==> src/sv/tlpq_pkg.sv <==
package tlpq_pkg;

  // Result status codes carried on the result channel.
  typedef enum logic [1:0] {
    ST_OK    = 2'd0,
    ST_BADPRI = 2'd1,
    ST_FULL  = 2'd2,
    ST_UNDER = 2'd3
  } status_t;

  // Request kind codes carried on the request channel.
  localparam logic KIND_ENQ = 1'b0;
  localparam logic KIND_DEQ = 1'b1;

  // Per-cycle commands from the controller to one level cell.
  typedef struct packed {
    logic enq;   // append the write data to this level
    logic deq;   // a dequeue request is being accepted
  } cell_ctl_t;

  // Status reported by one level cell.
  typedef struct packed {
    logic full;      // level holds DEPTH entries
    logic nonempty;  // level holds at least one entry
    logic serve;     // this level serves the current dequeue
  } cell_stat_t;

endpackage

==> src/sv/tlpq_cell.sv <==
module tlpq_cell import tlpq_pkg::*; #(
  parameter int DEPTH      = 16,
  parameter int DATA_WIDTH = 32
) (
  input  logic                  clk,
  input  logic                  rst,
  input  cell_ctl_t             ctl,
  input  logic [DATA_WIDTH-1:0] wr_data,
  input  logic                  taken_in,
  output logic                  taken_out,
  output cell_stat_t            stat,
  output logic [DATA_WIDTH-1:0] rd_data
);

  localparam int PTR_W = (DEPTH > 1) ? $clog2(DEPTH) : 1;
  localparam int CNT_W = $clog2(DEPTH + 1);
  localparam logic [PTR_W-1:0] LAST_SLOT = PTR_W'(DEPTH - 1);
  localparam logic [CNT_W-1:0] FULL_CNT  = CNT_W'(DEPTH);

  logic [DATA_WIDTH-1:0] mem [DEPTH];
  logic [PTR_W-1:0]      head;
  logic [PTR_W-1:0]      tail;
  logic [CNT_W-1:0]      count;
  logic                  do_wr;
  logic                  do_rd;

  assign stat.full     = (count == FULL_CNT);
  assign stat.nonempty = (count != '0);
  assign do_wr         = ctl.enq && !stat.full;
  assign do_rd         = ctl.deq && !taken_in && stat.nonempty;
  assign stat.serve    = do_rd;
  // A dequeue is claimed by the first non-empty level down the chain.
  assign taken_out     = taken_in || stat.nonempty;

  always_ff @(posedge clk) begin
    if (rst) begin
      head  <= '0;
      tail  <= '0;
      count <= '0;
    end else begin
      if (do_wr) begin
        tail <= (tail == LAST_SLOT) ? '0 : tail + 1'b1;
      end
      if (do_rd) begin
        head <= (head == LAST_SLOT) ? '0 : head + 1'b1;
      end
      if (do_wr && !do_rd) begin
        count <= count + 1'b1;
      end else if (do_rd && !do_wr) begin
        count <= count - 1'b1;
      end
    end
  end

  always_ff @(posedge clk) begin
    if (do_wr) begin
      mem[tail] <= wr_data;
    end
    if (do_rd) begin
      rd_data <= mem[head];
    end
  end

  a_count_range: assert property (@(posedge clk) disable iff (rst) count <= FULL_CNT)
    else $error("level count above depth");
  a_full_refuses: assert property (@(posedge clk) disable iff (rst)
      stat.full && ctl.enq && !do_rd |=> stat.full)
    else $error("full level changed on refused enqueue");

endmodule

==> src/sv/three_level_priority_queue.sv <==
// Strict-priority queue with LEVELS first-in first-out levels, level 1 highest.
// Requests arrive on the s_ channel: s_tuser is the kind (0 enqueue, 1 dequeue),
// s_tdata carries the value and the priority. Every request produces exactly
// one result on the m_ channel: m_tuser is the status (0 ok, 1 bad priority,
// 2 level full, 3 underflow), m_tdata carries the popped value and the level.
// The levels form a chain of cells; a dequeue passes down the chain and is
// claimed by the first non-empty level.
// For each request, in the accept cycle the level pointers move and the level
// store is read; once the output register is free, the result is moved into it.
// s_tready is low from the accept until that move, so the block does not take a
// new request before the result of the last one has left the pending register.
// When the receiver stalls, the result waits in the output register, the next
// request is still accepted, and its result waits in the internal pending
// register until the output register frees up.
// Reset empties all levels and clears both channels at once; the store
// contents themselves are not cleared and need no clearing pass.
module three_level_priority_queue import tlpq_pkg::*; #(
  parameter int DEPTH      = 16,
  parameter int LEVELS     = 3,
  parameter int DATA_WIDTH = 32
) (
  input  logic        clk,
  input  logic        rst,
  input  logic        s_tvalid,
  output logic        s_tready,
  input  logic [39:0] s_tdata,  // value [31:0], priority_req [34:32], zero pad
  input  logic        s_tuser,  // kind
  output logic        m_tvalid,
  input  logic        m_tready,
  output logic [39:0] m_tdata,  // popped_value [31:0], served_level [33:32], zero pad
  output logic [1:0]  m_tuser   // status
);

  localparam int LVL_W = (LEVELS > 1) ? $clog2(LEVELS) : 1;

  logic                  accept;
  logic                  is_enq;
  logic                  pri_ok;
  logic [2:0]            pri;
  logic signed [31:0]    in_value;
  logic [DATA_WIDTH-1:0] wr_data;

  cell_ctl_t             ctl   [LEVELS];
  cell_stat_t            stat  [LEVELS];
  logic [DATA_WIDTH-1:0] rd    [LEVELS];
  logic [LEVELS:0]       taken;
  logic [LEVELS-1:0]     serve_vec;
  logic [LEVELS-1:0]     full_vec;
  logic [LEVELS-1:0]     sel_vec;

  logic                  full_hit;
  logic [LVL_W-1:0]      serve_idx;
  logic [1:0]            serve_level;

  // Request in flight between accept and the output register.
  logic                  busy;
  status_t               p_status;
  logic [1:0]            p_level;
  logic [LVL_W-1:0]      p_sel;
  logic                  p_pop;

  status_t               status_next;
  logic [1:0]            level_next;
  logic [31:0]           pop_value;

  assign s_tready = !busy;
  assign accept   = s_tvalid && s_tready;
  assign is_enq   = (s_tuser == KIND_ENQ);
  assign in_value = s_tdata[31:0];
  assign pri      = s_tdata[34:32];
  assign pri_ok   = (pri != 3'd0) && (32'(pri) <= 32'(LEVELS));
  // The stored word is the value sign-extended or cut to the store width.
  assign wr_data  = DATA_WIDTH'(in_value);

  assign taken[0] = 1'b0;

  for (genvar i = 0; i < LEVELS; i++) begin : g_cell
    assign sel_vec[i] = pri_ok && (32'(pri) == 32'(i + 1));
    assign ctl[i].enq = accept && is_enq && sel_vec[i];
    assign ctl[i].deq = accept && !is_enq;
    assign serve_vec[i] = stat[i].serve;
    assign full_vec[i]  = stat[i].full;

    tlpq_cell #(
      .DEPTH      (DEPTH),
      .DATA_WIDTH (DATA_WIDTH)
    ) u_cell (
      .clk       (clk),
      .rst       (rst),
      .ctl       (ctl[i]),
      .wr_data   (wr_data),
      .taken_in  (taken[i]),
      .taken_out (taken[i+1]),
      .stat      (stat[i]),
      .rd_data   (rd[i])
    );
  end

  assign full_hit = |(sel_vec & full_vec);

  always_comb begin
    serve_idx   = '0;
    serve_level = 2'd0;
    for (int i = 0; i < LEVELS; i++) begin
      if (serve_vec[i]) begin
        serve_idx   = LVL_W'(i);
        serve_level = 2'(i + 1);
      end
    end
  end

  always_comb begin
    status_next = ST_OK;
    level_next  = 2'd0;
    if (is_enq) begin
      priority if (!pri_ok) begin
        status_next = ST_BADPRI;
      end else if (full_hit) begin
        status_next = ST_FULL;
      end else begin
        level_next = pri[1:0];
      end
    end else begin
      if (taken[LEVELS]) begin
        level_next = serve_level;
      end else begin
        status_next = ST_UNDER;
      end
    end
  end

  // The popped word is shown zero-extended or cut to 32 bits.
  assign pop_value = p_pop ? 32'(rd[p_sel]) : 32'd0;

  always_ff @(posedge clk) begin
    if (rst) begin
      busy     <= 1'b0;
      m_tvalid <= 1'b0;
    end else begin
      if (accept) begin
        busy <= 1'b1;
      end else if (busy && (!m_tvalid || m_tready)) begin
        busy <= 1'b0;
      end
      if (busy && (!m_tvalid || m_tready)) begin
        m_tvalid <= 1'b1;
      end else if (m_tready) begin
        m_tvalid <= 1'b0;
      end
    end
  end

  always_ff @(posedge clk) begin
    if (accept) begin
      p_status <= status_next;
      p_level  <= level_next;
      p_sel    <= serve_idx;
      p_pop    <= !is_enq && taken[LEVELS];
    end
    if (busy && (!m_tvalid || m_tready)) begin
      m_tuser <= p_status;
      m_tdata <= {6'd0, p_level, pop_value};
    end
  end

  a_one_server: assert property (@(posedge clk) disable iff (rst) $onehot0(serve_vec))
    else $error("more than one level served a dequeue");
  a_deq_served: assert property (@(posedge clk) disable iff (rst)
      accept && !is_enq && taken[LEVELS] |=> p_status == ST_OK && p_pop)
    else $error("dequeue with stored entries was not served");
  a_busy_drains: assert property (@(posedge clk) disable iff (rst)
      busy && !m_tvalid |=> !busy && m_tvalid)
    else $error("pending result not moved to free output register");
  a_enq_no_pop: assert property (@(posedge clk) disable iff (rst)
      accept && is_enq |=> !p_pop)
    else $error("enqueue marked as popping a value");

endmodule
==> config.mk <==
export PLATFORM = sky130hd
export DESIGN_NAME = three_level_priority_queue
export DESIGN_NICKNAME = d
export VERILOG_FILES = /design/src/sv/tlpq_pkg.sv /design/src/sv/tlpq_cell.sv /design/src/sv/three_level_priority_queue.sv
export SDC_FILE = /design/constraint.sdc
export NUM_CORES = 2
export LEC_CHECK = 0
export BUFFER_PORTS_ARGS = -buffer_cell sky130_fd_sc_hd__buf_2
export CAP_MARGIN = 20
export CORE_MARGIN = 8
export CORE_UTILIZATION = 60
export CTS_CLUSTER_DIAMETER = 80
export DETAILED_ROUTE_END_ITERATION = 8
export GPL_TIMING_DRIVEN = 0
export MAX_ROUTING_LAYER = met4
export PLACE_DENSITY = 0.78
export SYNTH_ARGS = -nofsm -noshare
export SYNTH_HDL_FRONTEND = slang
export SYNTH_SLANG_ARGS = --single-unit
==> constraint.sdc <==
create_clock -name clk -period 7.8 [get_ports clk]
set_input_delay 1.56 -clock clk [delete_from_list [all_inputs] [get_ports clk]]
set_output_delay 1.56 -clock clk [all_outputs]
set_load 0.03 [all_outputs]
; After elaboration in Yosys (flattened, before gate mapping)
; Memories as Yosys holds them, arrays and structs flattened. A register that Yosys moved wholly into a read port is not among the register bits.
; Cells that the tools add are included.
[classes]
n_shift = 0
reduce_logical = 52
multipliers = 0
order_cmp = 2
eq_ne = 12
div = 0
bitwise = 3
n_mux = 37
add_sub_neg = 12
[op_table]
columns = op, count
row1 = binary-select mux 32 bit (select 2 bit), 1
row2 = two-way mux 32 bit, 2
row3 = two-way mux 5 bit, 6
row4 = logical AND 1 bit, 26
row5 = adder 4 x 1 -> 4 bit (second input constant), 6
row6 = == test 4 bit (second input constant), 6
row7 = two-way mux 4 bit, 6
row8 = two-way mux 2 bit, 10
row9 = adder 5 x 1 -> 5 bit (second input constant), 3
row10 = == test 5 bit (second input constant), 3
row11 = nonzero test 5 bit, 3
row12 = subtractor 5 x 1 -> 5 bit (second input constant), 3
row13 = zero test 1 bit, 13
row14 = two-way mux 1 bit, 12
row15 = nonzero test 2 bit, 5
row16 = == test 3 x 2 -> 1 bit (second input constant), 2
row17 = AND 3 bit, 1
row18 = == test 3 x 1 -> 1 bit (second input constant), 1
row19 = greater-or-equal comparator 3 bit (second input constant), 1
row20 = <= comparator 3 x 2 -> 1 bit (second input constant), 1
row21 = logical OR 1 bit, 3
row22 = inverter 2 -> 3 bit, 1
row23 = nonzero test 3 bit, 1
row24 = OR reduction 3 bit, 1
row25 = inverter 1 bit, 1
[word_totals]
latchBits = 0
romBits = 0
ram_bits = 1536
n_memories = 3
input_bits = 45
register_bits = 84
out_inout_bits = 44
[mem_list]
columns = name, depth, word_bits, rd, rd_clocked_by_memory_dff, wr, line_no
row1 = g_cell[0].u_cell.mem, 16, 32, 1, 1, 1, tlpq_cell.sv:20  ; logic [DATA_WIDTH-1:0] mem [DEPTH];
row2 = g_cell[1].u_cell.mem, 16, 32, 1, 1, 1, tlpq_cell.sv:20
row3 = g_cell[2].u_cell.mem, 16, 32, 1, 1, 1, tlpq_cell.sv:20

; Depth between registers and ports, before layout
[depth]
depth_word = 9
ltp_mapped = 12
mapped_depth_nobuf = 11

; By module
; Synthesis repeated with hierarchy kept, for this count alone.
[unflattened]
hier_cells = 3017
hier_area_um2 = 65582.9
[by_module_without_submodules]
columns = mod, n_inst, area_each_um2, cells_per_inst
row1 = tlpq_cell, 3, 20973.9, 929
row2 = three_level_priority_queue, 1, 2661.3, 230

; Least setup slack after synthesis
; OpenSTA, ideal clock, no wires.
[synth_path]
path_kind = input -> register
from = input port s_tuser
to = memory g_cell[1].u_cell.mem[3][0] (enable)
required_ns = 7.298
path_buffers = 0
t_arrival_ns = 5.725
cell_stages = 3
setup_slack_ns = 1.573
path_cell_list = or3b_2 -> a2111oi_2 -> nor4bb_1
[synth_between]
elab_chain_len = 6
[synth_rtl]
columns = item, line_no
row1 = start: declaration, three_level_priority_queue.sv:27  ; input logic s_tuser,
row2 = inverter 1 bit, three_level_priority_queue.sv:68  ; assign is_enq = (s_tuser == KIND_ENQ);
row3 = logical AND 1 bit (2 in series), three_level_priority_queue.sv:79  ; assign ctl[i].enq = accept && is_enq && sel_vec[i];
row4 = logical AND 1 bit, tlpq_cell.sv:29  ; assign do_wr = ctl.enq && !stat.full;
row5 = two-way mux 1 bit, tlpq_cell.sv:56  ; if (do_wr) begin
row6 = two-way mux 1 bit (not written as such), tlpq_cell.sv:57  ; mem[tail] <= wr_data;
row7 = end: declaration, tlpq_cell.sv:20
; Every way passes these cells.

; Worst setup path in the final report
[layout_path]
from = input port s_tvalid
to = register g_cell[0].u_cell.count[4]
[layout_between]
elab_chain_len = 7
word_cells_on_any_way = 12
[layout_rtl]
columns = item, line_no
row1 = start: declaration, three_level_priority_queue.sv:24  ; input logic s_tvalid,
row2 = logical AND 1 bit *, three_level_priority_queue.sv:67  ; assign accept = s_tvalid && s_tready;
row3 = net accept, three_level_priority_queue.sv:36  ; logic accept;
row4 = logical AND 1 bit (2 in series), three_level_priority_queue.sv:79
row5 = logical AND 1 bit, tlpq_cell.sv:29
row6 = zero test 1 bit, tlpq_cell.sv:49  ; end else if (do_rd && !do_wr) begin
row7 = logical AND 1 bit, tlpq_cell.sv:49
row8 = nonzero test 2 bit (no source line), n/a
row9 = end signal: assignment, tlpq_cell.sv:48  ; count <= count + 1'b1;
row10 = end signal: assignment, tlpq_cell.sv:50  ; count <= count - 1'b1;
row11 = end: declaration, tlpq_cell.sv:23  ; logic [CNT_W-1:0] count;
; The timed path passes the listed nets; every way through them passes the cells marked *.
; A chain may end at the register's enable or synchronous reset.

==> out/qor.yml <==
dp_hpwl_mm: 103.4
drc: 0
avgSynthCellArea_sq_um: 21.65
hold_path.class: "reg -> reg"
drv_cap: 0
antenna_left: 0
synth_edf_count: 1675
area_growth_pct: 14.18
grt_max_degree: 49
cts-root-buf: "clkbuf_16"
vias: 33310
power.density_nw_per_um2: 256.1
routed_wl_mm: 165.6
fin_worst_skew_ps: 22.24
cts_resized: 0
status: "finished clean"
power.total_mw: 19.20
io_buffers: 76
cpMostUsedCell: "ha_1"
die_area_sq_um: 120300
clkSinkCount: 1716
tightestPinTransition_ps: 1166
hold_viol: 0
antenna_found_initial: 8
ir_worst_vdd_mv: 0.2256
endpoint_kind: "flop"
synth_cells: 3032
grt_use_total_pct: 27.96
max_stage_delay_ps: 710
critPathTopFamily: "simple AND/OR/NAND/NOR gates"
ys_seq_elements: 1716
async_flop_share_pct: 0
cts_buffers: 162
postCtsSetupBuffers: 0
min_period_ps: 4560
path_clk_slew_ps: 60
crit_type: "in -> reg"
synth.yosys.seq_area_share_pct: 77.87
synth_ff_type: "edfxtp_1"
drt-initial-drc-count: 4719
worst_setup_path_start_kind: "input port"
rr_endpoint: "g_cell[0].u_cell.count[4]"
leakage_nw: 23.12
clockBufferDepth: 3
worst_ep_arrival_time_ps: 5220
maxSlewViolCount: 0
worstHoldEndpoint: "m_tdata[32]"
core.rowCount: 121
ys_warn_count: 0
worstPathRequired_ps: 8460
clk-insertion-delay-late_ps: 780
critPathMaxFanout: 8
die_w_um: 346.8
cts_tree: "built"
fmax_mhz: 219.3
setup_viol_count_final: 0
design.core.area_sq_um: 108700
synth.cell_area_sq_um: 65650
rsz0062_at_grt: "no"
htree_levels: 4
rrSetupSlack_ps: 3810
gp_congestion: 0.8544
num_io_pins: 89
drive_gt1_share_pct: 26.11
post_drt_via_cell_ratio: 6.779
r2r_start: "busy"
die_h_um: 346.8
grt_pass1_vias: 34440
crit_buf_inv: 2
worstHoldStart: "p_level[0]"
dr.pass1.iters: 6
min_period_over_period_pct: 58.46
overflow: 0
grt_pass1_wl_mm: 236.3
relSlewSlack_pct: 22.29
nNetsFinal: 3444
dp_cells: 4610
crit_chain: "buf_2, nor2b_1, and2_1, nand2_1, ha_1, inv_1, ha_1, a21o_1, a21oi_1, mux2i_1, mux2_2"
wl_per_cell_um: 33.70
start_util_pct: 60.39
cp_slowest_cell: "nor2b_1"
r2r_cells: 10
synth.distinct_cells: 53
hold_buffers: 0
whs_path_depth: 0
stdcell_count: 4914
state kept, by name, indices dropped and copies added, names as in the netlist, 12 cells and up:
| register | flops |
|---|---|
| g_cell.u_cell.count | 15 |
| g_cell.u_cell.head | 12 |
| g_cell.u_cell.mem | 1536 |
| g_cell.u_cell.rd_data | 96 |
| g_cell.u_cell.tail | 12 |
| m_tdata | 34 |
through the flow:
| step | utilization [%] | hold WS, ps | cell area (sq um) | setup WS (ps) | setup TNS (ps) |
|---|---|---|---|---|---|
| after floorplan | - | 400.3 | 65670 | 1573 | 0 |
| after global placement | 62.39 | 407.0 | 67820 | -2224 | -279830 |
| after detailed placement | 64.00 | 406.1 | 69570 | 2631 | 0 |
| after CTS | 68.85 | 421.0 | 74840 | 3412 | 0 |
| after global routing | 68.96 | 435.2 | 74960 | 3224 | 0 |
| final | 68.96 | 421.7 | 74960 | 3240 | 0 |
worst register-to-register path: cells and delay by family (launching register included):
family | cells | cell delay [ps]
flip-flops | 1 | 360
multiplexers | 2 | 900
adder cells (fa/ha/maj) | 2 | 710
AND/OR/NAND/NOR | 3 | 1390
buffers and inverters | 1 | 160
AO/OA/AOI/OAI | 2 | 370
cells in the final DEF, fill, tap and decap left out, types with 16 or more instances in the layout:
cell / count
edfxtp_1: 1675
mux4_2: 384
clkbuf_16: 166
mux2i_1: 134
clkbuf_1: 132
buf_2: 111
nand2_1: 104
o21ai_0: 99
a21oi_1: 63
nor2_1: 45
dfxtp_1: 41
clkinv_1: 37
nor2_4: 35
and2_1: 34
mux2_2: 34
a22oi_1: 33
buf_6: 33
a221oi_1: 32
clkinv_2: 29
ha_1: 28
buf_1: 23
buf_12: 23
inv_1: 20
bufinv_16: 18
buf_16: 16
worst max path at each step:
| stage | from | cells after the start | slack [ps] | end |
|---|---|---|---|---|
| after detailed placement | s_tvalid | 11 | 2630 | g_cell[0].u_cell.count[4] |
| after global routing | s_tvalid | 11 | 3220 | g_cell[0].u_cell.count[4] |
| final | s_tvalid | 11 | 3240 | g_cell[0].u_cell.count[4] |
| after global placement | s_tuser | 4 | -2220 | g_cell[1].u_cell.mem[3][20] |
| after floorplan | s_tuser | 3 | 1570 | g_cell[1].u_cell.mem[3][0] |
| after CTS | s_tuser | 8 | 3410 | g_cell[1].u_cell.mem[2][20] |
cell families (layout without fill, tap and decap cells):
group | Yosys count | after routing | share of synthesized area, %
flops | 1716 | 1716 | 77.87
mux | 552 | 552 | 15.80
simple gates | 269 | 269 | 1.896
compound gates | 258 | 258 | 2.419
buf+inv | 190 | 650 | 1.185
fa+ha+maj | 31 | 31 | 0.6252
xor+xnor | 15 | 15 | 0.2001
other cells | 1 | 9 | 0.005712
synthesized netlist by cell type (all sizes together) (9+ instances only):
| master | count | area [sq um] |
|---|---|---|
| edfxtp | 1675 | 50300 |
| xor2 | 9 | 78.83 |
| nand2 | 104 | 390.4 |
| a21oi | 64 | 320.3 |
| o21ai | 99 | 495.5 |
| a221oi | 32 | 280.3 |
| ha | 28 | 350.3 |
| nor2 | 80 | 300.3 |
| mux2i | 134 | 1341 |
| nand2b | 10 | 62.56 |
| a22oi | 33 | 247.7 |
| inv | 22 | 82.58 |
| mux2 | 34 | 382.9 |
| clkbuf | 105 | 394.1 |
| and2 | 34 | 212.7 |
| buf | 63 | 301.5 |
| dfxtp | 41 | 820.8 |
| mux4 | 384 | 8648 |
| nor3 | 15 | 75.07 |
area by class of cell:
class | count | area (sq um)
multi-input combinational | 1131 | 14120
timing repair buffer | 167 | 1893
clock inverter | 99 | 1002
inverter | 22 | 82.58
clock buffer | 194 | 4269
buffer | 168 | 695.7
fill | 6227 | 33740
antenna | 3 | 7.507
sequential | 1716 | 51120
tap | 1414 | 1769
per-layer routing:
| metal | wire, um | global-route usage [%] |
|---|---|---|
| met1 | 56270 | 33.12 |
| met2 | 87190 | 48.35 |
| met3 | 15310 | 4.419 |
| met4 | 6831 | 11.19 |
| met5 | 0 | - |
report_power, final:
group	internal (mW)	switching (mW)	leakage, nW
registers	10.2	0.0523	15.4
logic	0.405	0.644	5.12
clock network	4.51	3.39	2.59
total	15.1	4.08	23.1
Power figures use the tool's default switching activity.
